<file path="src/sv/mvte_pkg.sv">
`default_nettype none

package mvte_pkg;

  localparam int STACK_DEPTH = 64;
  localparam int LEVEL_W = $clog2(STACK_DEPTH + 1);

  localparam logic [7:0] CHAR_LT    = 8'h3C;
  localparam logic [7:0] CHAR_GT    = 8'h3E;
  localparam logic [7:0] CHAR_SLASH = 8'h2F;
  localparam logic [7:0] CHAR_SPACE = 8'h20;

  localparam logic [2:0] SCRIPT_LEN = 3'd6;
  localparam logic [2:0] STYLE_LEN  = 3'd5;
  localparam logic [2:0] POS_MAX    = 3'd7;

  typedef struct packed {
    logic push;
    logic pop;
    logic push_bit;
  } stack_req_t;

  typedef struct packed {
    logic top_bit;
    logic at_root;
    logic full;
  } stack_status_t;

  function automatic logic [7:0] script_char(input logic [2:0] pos);
    logic [7:0] ch;
    case (pos)
      3'd0: ch = 8'h73;
      3'd1: ch = 8'h63;
      3'd2: ch = 8'h72;
      3'd3: ch = 8'h69;
      3'd4: ch = 8'h70;
      3'd5: ch = 8'h74;
      default: ch = 8'h00;
    endcase
    return ch;
  endfunction

  function automatic logic [7:0] style_char(input logic [2:0] pos);
    logic [7:0] ch;
    case (pos)
      3'd0: ch = 8'h73;
      3'd1: ch = 8'h74;
      3'd2: ch = 8'h79;
      3'd3: ch = 8'h6C;
      3'd4: ch = 8'h65;
      default: ch = 8'h00;
    endcase
    return ch;
  endfunction

endpackage

`default_nettype wire

</file>
<file path="src/sv/mvte_capture_stack.sv">
`default_nettype none

module mvte_capture_stack
  import mvte_pkg::*;
(
  input  wire logic          clk,
  input  wire logic          rst,
  input  wire stack_req_t    req,
  output stack_status_t      status
);

  logic [STACK_DEPTH-1:0] bits;
  logic [LEVEL_W-1:0]     level;

  assign status.top_bit = bits[0];
  assign status.at_root = (level == LEVEL_W'(1));
  assign status.full    = (level == LEVEL_W'(STACK_DEPTH));

  // The top of the stack sits in bit 0; a push shifts the older bits upwards.
  always_ff @(posedge clk) begin
    if (rst) begin
      bits  <= {{(STACK_DEPTH-1){1'b0}}, 1'b1};
      level <= LEVEL_W'(1);
    end else if (req.pop && !status.at_root) begin
      bits  <= {1'b0, bits[STACK_DEPTH-1:1]};
      level <= level - LEVEL_W'(1);
    end else if (req.push && !status.full) begin
      bits  <= {bits[STACK_DEPTH-2:0], req.push_bit};
      level <= level + LEVEL_W'(1);
    end
  end

endmodule

`default_nettype wire

</file>
<file path="src/sv/markup_visible_text_extractor_unit.sv">
// A byte taken on the slave side waits in the input register; any result that it yields
// is then held in the result register, which presents it on the master side.
// Throughput: one byte per cycle unless stalled; the tag scan and stack update sit between
// the input and result registers. A held result with m_tready low stalls both stages.
// Reset (rst, synchronous, active high) leaves the block outside any tag, the stack
// at its root with text visible, and the fault flag clear.
`default_nettype none

module markup_visible_text_extractor_unit
  import mvte_pkg::*;
(
  input  wire logic        clk,
  input  wire logic        rst,
  input  wire logic        s_tvalid,
  output logic             s_tready,
  input  wire logic [7:0]  s_tdata,   // [7:0] in_byte
  output logic             m_tvalid,
  input  wire logic        m_tready,
  output logic [15:0]      m_tdata    // [7:0] text_byte, [8] stack_fault, [15:9] zero
);

  logic          advance;
  logic          step;
  logic          in_valid;
  logic [7:0]    in_byte;

  logic          inside_tag, inside_tag_next;
  logic          tag_started, tag_started_next;
  logic [2:0]    name_position, name_position_next;
  logic          name_finished, name_finished_next;
  logic          script_match, script_match_next;
  logic          style_match, style_match_next;
  logic          opens_slash, opens_slash_next;
  logic          ends_slash, ends_slash_next;
  logic          fault_seen, fault_seen_next;

  logic          is_lt, is_gt, is_slash, is_space;
  logic          closing, hidden, emit;
  logic [7:0]    emit_value;
  logic [7:0]    text_byte;
  logic          stack_fault;

  stack_req_t    sreq;
  stack_status_t sstat;

  assign advance  = !m_tvalid || m_tready;
  assign s_tready = advance;
  assign step     = in_valid && advance;

  assign is_lt    = (in_byte == CHAR_LT);
  assign is_gt    = (in_byte == CHAR_GT);
  assign is_slash = (in_byte == CHAR_SLASH);
  assign is_space = (in_byte == CHAR_SPACE);

  assign closing = inside_tag && !is_lt && is_gt;
  assign hidden  = (script_match && (name_position == SCRIPT_LEN)) ||
                   (style_match && (name_position == STYLE_LEN));

  assign sreq.pop      = step && closing && opens_slash;
  assign sreq.push     = step && closing && !opens_slash && !ends_slash;
  assign sreq.push_bit = !hidden;

  always_comb begin
    inside_tag_next    = inside_tag;
    tag_started_next   = tag_started;
    name_position_next = name_position;
    name_finished_next = name_finished;
    script_match_next  = script_match;
    style_match_next   = style_match;
    opens_slash_next   = opens_slash;
    ends_slash_next    = ends_slash;
    fault_seen_next    = fault_seen;
    emit               = 1'b0;
    emit_value         = in_byte;

    if (is_lt || closing) begin
      inside_tag_next    = is_lt;
      tag_started_next   = 1'b0;
      name_position_next = 3'd0;
      name_finished_next = 1'b0;
      script_match_next  = 1'b1;
      style_match_next   = 1'b1;
      opens_slash_next   = 1'b0;
      ends_slash_next    = 1'b0;
      if (closing) begin
        if (opens_slash) begin
          if (sstat.at_root) begin
            fault_seen_next = 1'b1;
          end
        end else if (!ends_slash) begin
          if (sstat.full) begin
            fault_seen_next = 1'b1;
          end
          if (!hidden) begin
            emit       = 1'b1;
            emit_value = CHAR_SPACE;
          end
        end
      end
    end else if (inside_tag) begin
      if (!tag_started) begin
        opens_slash_next = is_slash;
      end
      tag_started_next = 1'b1;
      ends_slash_next  = is_slash;
      if (!name_finished) begin
        if (is_space) begin
          name_finished_next = 1'b1;
        end else begin
          if (name_position >= SCRIPT_LEN || script_char(name_position) != in_byte) begin
            script_match_next = 1'b0;
          end
          if (name_position >= STYLE_LEN || style_char(name_position) != in_byte) begin
            style_match_next = 1'b0;
          end
          if (name_position < POS_MAX) begin
            name_position_next = name_position + 3'd1;
          end
        end
      end
    end else begin
      emit = sstat.top_bit;
    end
  end

  always_ff @(posedge clk) begin
    if (rst) begin
      in_valid      <= 1'b0;
      m_tvalid      <= 1'b0;
      inside_tag    <= 1'b0;
      tag_started   <= 1'b0;
      name_position <= 3'd0;
      name_finished <= 1'b0;
      script_match  <= 1'b1;
      style_match   <= 1'b1;
      opens_slash   <= 1'b0;
      ends_slash    <= 1'b0;
      fault_seen    <= 1'b0;
    end else if (advance) begin
      in_valid <= s_tvalid;
      m_tvalid <= step && emit;
      if (step) begin
        inside_tag    <= inside_tag_next;
        tag_started   <= tag_started_next;
        name_position <= name_position_next;
        name_finished <= name_finished_next;
        script_match  <= script_match_next;
        style_match   <= style_match_next;
        opens_slash   <= opens_slash_next;
        ends_slash    <= ends_slash_next;
        fault_seen    <= fault_seen_next;
      end
    end
  end

  always_ff @(posedge clk) begin
    if (advance) begin
      in_byte <= s_tdata;
      if (step) begin
        text_byte   <= emit_value;
        stack_fault <= fault_seen_next;
      end
    end
  end

  assign m_tdata = {7'd0, stack_fault, text_byte};

  mvte_capture_stack u_stack (
    .clk    (clk),
    .rst    (rst),
    .req    (sreq),
    .status (sstat)
  );

endmodule

`default_nettype wire

</file>
<file path="config.mk">
export PLATFORM = sky130hd
export DESIGN_NAME = markup_visible_text_extractor_unit
export DESIGN_NICKNAME = d
export VERILOG_FILES = /design/src/sv/mvte_pkg.sv /design/src/sv/mvte_capture_stack.sv /design/src/sv/markup_visible_text_extractor_unit.sv
export SDC_FILE = /design/constraint.sdc
export NUM_CORES = 1
export LEC_CHECK = 0
export ABC_CLOCK_PERIOD_IN_PS = 3200
export BUFFER_PORTS_ARGS = -buffer_cell sky130_fd_sc_hd__buf_2
export CAP_MARGIN = 30
export CORE_MARGIN = 2
export CORE_UTILIZATION = 40
export CTS_BUF_LIST = sky130_fd_sc_hd__clkbuf_8
export CTS_CLUSTER_SIZE = 20
export DETAILED_ROUTE_END_ITERATION = 10
export SLEW_MARGIN = 20
export SYNTH_ARGS = -nofsm -noshare
export SYNTH_HDL_FRONTEND = slang
export SYNTH_SLANG_ARGS = --single-unit
</file>
<file path="constraint.sdc">
create_clock -name clk -period 3.2 [get_ports clk]
set_input_delay 0.48 -clock clk [delete_from_list [all_inputs] [get_ports clk]]
set_output_delay 0.48 -clock clk [all_outputs]
set_load 0.01 [all_outputs]
</file>
### Word level (Yosys, flattened, before mapping)

Cells that the tools add are included.

* input bits: 12
* output and inout port bits: 18
* register bits: 101
* word-level logic and storage cells: 135

* reductions and logical operators: 38
* add/sub/neg operators: 3
* muxes and demuxes: 57
* $lt $le $gt $ge: 3
* eq/ne operators: 17

Operators with widths (count)
* 63-bit 2-to-1 mux: 2
* 8-bit 2-to-1 mux: 13
* 7-bit case mux with 6 select lines: 1
* 7-bit case mux with 5 select lines: 1
* 1-bit 2-to-1 mux: 33
* 8-bit by 6-bit == test with 1-bit output, second input constant: 4
* 6-bit AND reduction: 3
* 8-bit != test: 2
* 3-bit 2-to-1 mux: 5
* 7-bit 2-to-1 mux: 2
* 1-bit logical AND: 12
* 2-bit nonzero test: 5
* 3-bit == test, second input constant: 3
* 7-bit by 1-bit adder with 7-bit output, second input constant: 1
* 7-bit by 1-bit == test with 1-bit output, second input constant: 1
* 7-bit == test, second input constant: 1
* 1-bit logical NOT: 7
* 7-bit by 1-bit subtractor with 7-bit output, second input constant: 1
* 3-bit by 2-bit == test with 1-bit output, second input constant: 2
* 3-bit greater-or-equal comparator, second input constant: 2
* 2-bit by 1-bit != test with 1-bit output, second input constant: 3
* 3-bit AND reduction: 2
* 1-bit logical OR: 5
* 4-bit AND reduction: 1
* other kinds (6): 6

### Depth between registers and ports, before layout

* depth after elaboration: 13
* mapped depth: 9
* gate-level depth less buffers: 7

### Cells and area by module

Synthesis repeated with hierarchy kept, for this count alone.

* cell total of the unflattened synthesis: 595
* area total of the unflattened synthesis: 5029.8 um2

Modules (own cells, without submodules)
* mvte_capture_stack: instances 1, cells each 418, seq. area each 1421.4 um2, area each 3298.2 um2
* markup_visible_text_extractor_unit: instances 1, cells each 177, seq. area each 770.7 um2, area each 1731.7 um2

### Worst setup path after synthesis

Ideal clock, no wire load.

* path kind: flip-flop to flip-flop
* from: register in_byte[7]
* to: register u_stack.bits[10]
* setup time: 0.132 ns
* stages on the path, launching flop included: 9
* slack: 0.742 ns
* path buffers: 3
* required time: 3.068 ns
* period minus slack after synthesis: 2.458 ns
* arrival time: 2.326 ns
* cells stage by stage: edfxtp_1 or4b_4 or4_1 buf_2 or2_1 buf_6 buf_6 o22ai_1 nor3_1

* word-level cells in the longest chain between the ends: 9
* elaborated cells on any way between the ends: 13
* those cells by class: 2 x eq/ne; 1 x mux; 10 x reduce/logical

Ends and longest elaborated chain
* start, declared: RTL line markup_visible_text_extractor_unit.sv:25 `logic [7:0] in_byte;`
* start signal, assigned: RTL line markup_visible_text_extractor_unit.sv:158 `in_byte <= s_tdata;`
* 8-bit by 6-bit == test with 1-bit output: RTL line markup_visible_text_extractor_unit.sv:50 `assign is_lt = (in_byte == CHAR_LT);`
* 1-bit logical NOT: RTL line markup_visible_text_extractor_unit.sv:55 `assign closing = inside_tag && !is_lt && is_gt;`
* 1-bit logical AND: RTL line markup_visible_text_extractor_unit.sv:55
* 1-bit logical AND (*): RTL line markup_visible_text_extractor_unit.sv:55
* 1-bit logical AND (*): RTL line markup_visible_text_extractor_unit.sv:59, markup_visible_text_extractor_unit.sv:60
* 1-bit logical AND (2 in series): RTL line markup_visible_text_extractor_unit.sv:60 `assign sreq.push = step && closing && !opens_slash && !ends_slash;`
* 1-bit logical AND: RTL line mvte_capture_stack.sv:27 `end else if (req.push && !status.full) begin`
* 2-bit nonzero test (no source line)
* end signal, assigned: RTL line mvte_capture_stack.sv:22 `bits <= {{(STACK_DEPTH-1){1'b0}}, 1'b1};`
* end signal, assigned: RTL line mvte_capture_stack.sv:25 `bits <= {1'b0, bits[STACK_DEPTH-1:1]};`
* end signal, assigned: RTL line mvte_capture_stack.sv:28 `bits <= {bits[STACK_DEPTH-2:0], req.push_bit};`
* end, declared: RTL line mvte_capture_stack.sv:12 `logic [STACK_DEPTH-1:0] bits;`

Every way passes the cells marked *; elsewhere a longest branch is shown, timed or not.
A chain may end at the register's enable or synchronous reset.

### Worst setup path in the final report

* from: register in_byte[7]
* to: register u_stack.bits[63]

* word-level cells in the longest chain between the ends: 8
* elaborated cells on any way between the ends: 12
* those cells by class: 2 x eq/ne; 10 x reduce/logical

Ends and longest elaborated chain (RTL line)
* 8-bit by 6-bit == test with 1-bit output: markup_visible_text_extractor_unit.sv:50
* 1-bit logical NOT: markup_visible_text_extractor_unit.sv:55
* 1-bit logical AND: markup_visible_text_extractor_unit.sv:55
* 1-bit logical AND (*): markup_visible_text_extractor_unit.sv:55
* 1-bit logical AND (*): markup_visible_text_extractor_unit.sv:59, markup_visible_text_extractor_unit.sv:60
* 1-bit logical AND (on tied branches): markup_visible_text_extractor_unit.sv:59, markup_visible_text_extractor_unit.sv:60
* 1-bit logical AND (on tied branches): mvte_capture_stack.sv:24, markup_visible_text_extractor_unit.sv:60
* 2-bit OR reduction (no source line) / 1-bit logical AND (equally long branches)

Marks and branches as above.

==> qor.yml <==
status: "finished, final reports clean"
power.density_nw_per_um2: 454
hp-class: "input port to register"
cp_num_buf_inv: 1
timing.fmax_ghz: 0.363
whs_path_depth: 1
root_buffer: "clkbuf_8"
fillers: 1116
cp_top_family: "simple AND/OR/NAND/NOR gates"
fin_worst_skew_ns: 0.0110
drcViolationCount: 0
die_w_um: 112
grt_pass1_wl_um: 17000
synth_most_common_cell: "dfxtp_1"
synth-edff-count: 17
grt-ovfl-total: 0
ir_drop_uv: 196
antenna_found_initial: 0
crit_type: "register to register"
clk_latency_ns: 0.37
synthesis.area_sq_um: 4650
numCtsBuffers: 9
hpwl_um: 6620
ys_ff_latch: 101
leakage_nw: 1.89
ys.flop_type: "dfxtp_1"
dr.first_iter.drc_count: 256
io_pins: 30
post-cts-setup-buffer-count: 0
grt_pass1_vias: 3579
hold_buffers: 0
end_kind: "register"
setup_violations: 0
clk_pin_slew_worst_paths_ns: 0.10
start_util_pct: 40.9
fin_nets: 556
post-route-min-period_ns: 2.75
worst_slew_pin_slew_ns: 0.589
routedWlPerCell_um: 14.6
multi_input_area_sq_um: 2160
cap_violations: 0
seq_area_sq_um: 2190
hp-start: "s_tdata[2]"
worstReg2RegEnd: "u_stack.bits[63]"
yosysSeqAreaShare_pct: 47.1
yosys_warnings: 0
slew_violations: 0
ant_nets: 0
reg2reg_slack_ns: 0.45
synth_top_area_share_pct: 36.1
setup_tns_ns: 0
startpoint_type: "register"
via_per_inst: 5.65
slew_headroom_pct: 59.7
min_period_over_period_pct: 86.0
syn_inst: 530
path_cells: "or4b_4 > or4_1 > or2_2 > buf_12 > mux2i_1 > nor3_1"
rsz0062_at_grt: "false"
cp_data_arrival_time_ns: 3.04
syn2layout_area_growth_pct: 9.28
hold_path_end: "in_byte[2]"
core_sq_um: 11400
yosysUniqueCellTypes: 62
io_buffers: 22
drt_first_pass_iters: 4
cts_tree: "built"
async_reset_ff_share_pct: 0
final_util_pct: 44.7
place.gp.congestion: 0.876
cts_num_sinks: 101
yosys-top-cells-area: "dfxtp_1 36%, edfxtp_1 11%, o22ai_1 8.3%, nor3_1 7.6%, nor2_1 6.1%"
finalHoldViolCount: 0
ctsHtreeMaxLevel: 3
slowest_delay_ns: 0.60
antenna_cells: 0
critPathRequiredTime_ns: 3.48
avgSynthCellArea_sq_um: 8.78
yosys-top-cells-count: "84 x dfxtp_1, 75 x nor2_1, 71 x nor3_1"
drt_wl_total_um: 9980
r2r-start: "in_byte[7]"
die_y_um: 112
grtUsageTotal_pct: 16.3
synth_largest_area_cell: "dfxtp_1"
reg2regPathDepth: 6
cts_buffer_depth: 2
dieArea_sq_um: 12500
grt_start_max_net_pins: 63
fp-row-count: 39
vias: 3853
path_max_fanout: 43
drive_gt1_share_pct: 12.8
cpMaxStageDelayCell: "or4b_4"
cts_resized: 0
-- registers in the layout, indices dropped and copies added, names as in the netlist --
signal	flops
u_stack.bits	64
in_byte	8
text_byte	8
u_stack.level	7
name_position	3
ends_slash	1
fault_seen	1
in_valid	1
inside_tag	1
m_tvalid	1
name_finished	1
opens_slash	1
script_match	1
stack_fault	1
style_match	1
tag_started	1
-- report_power, final --
group          internal, mW  total (mW)  switching (mW)
sequential             1.31        1.32         0.00969
clock                 0.461       0.899           0.438
combinational        0.0349      0.0951          0.0602
-- layer usage --
layer | track usage, % | up-vias | wire length [um]
met2 | 25.9 | 73 | 4600
met4 | 6.09 | 0 | 174
met1 | 22.0 | 1825 | 4860
met5 | 0 | - | 0
li1 | - | 1935 | -
met3 | 3.16 | 20 | 335
-- cell families after synthesis --
| kind of cell | Yosys count | synth area share (%) |
|---|---|---|
| adders and majority gates | 9 | 2.42 |
| DFF | 101 | 47.1 |
| other | 1 | 0.0806 |
| xor gates and xnor gates | 5 | 0.942 |
| muxes | 5 | 1.13 |
| and+or+nand+nor | 223 | 23.6 |
| buffers and inverters | 65 | 7.05 |
| AOI/OAI and AO/OA | 121 | 17.6 |
-- worst max-delay path by stage --
stage / startpoint / end / slack (ns) / cells past startpoint
after CTS: in_byte[7] / u_stack.bits[63] / 0.43 / 6
after floorplan: in_byte[7] / u_stack.bits[10] / 0.74 / 8
after global placement: in_byte[7] / u_stack.bits[49] / 0.52 / 6
after global routing: in_byte[7] / u_stack.bits[63] / 0.30 / 6
after detailed placement: in_byte[7] / u_stack.bits[63] / 0.43 / 6
final: in_byte[7] / u_stack.bits[63] / 0.45 / 6
-- metrics by stage --
stage / hold WS [ns] / cells / total power [mW] / setup slack, ns / instance area (sq um)
after floorplan: 0.434 / 536 / 1.41 / 0.742 / 4670
after global placement: 0.449 / 666 / 1.44 / 0.519 / 4860
after detailed placement: 0.453 / 667 / 1.44 / 0.429 / 4860
after CTS: 0.277 / 682 / 2.34 / 0.426 / 5080
after global routing: 0.279 / 682 / 2.40 / 0.297 / 5080
final: 0.293 / 682 / 2.31 / 0.447 / 5080
-- cells in the final DEF (no fill, tap or decap), drive strengths merged, types with 3 or more instances in the layout --
master / count
dfxtp: 84
nor2: 75
nor3: 71
o22ai: 63
buf: 39
nand2: 18
edfxtp: 17
inv: 15
clkbuf: 10
a21oi: 9
ha: 9
o21ai: 9
nand3: 8
and2: 8
nor4: 7
conb: 7
a211oi: 5
or2: 4
nor2b: 4
and3: 4
nand4: 4
or4: 3
nand2b: 3
a22oi: 3
o211ai: 3
o31ai: 3
nor4b: 3
a31o: 3
o21a: 3
xnor2: 3
mux2i: 3
-- layout make-up --
class                   instances  area share, %
flip-flops and latches        101           43.1
inverters                      14           1.03
clock inverters                 5           1.62
well taps                     143           3.52
multi-input cells             370           42.6
repair buffers                 39           5.41
clock buffers                  10           2.71
No activity file was read; power rests on OpenSTA's default activity.
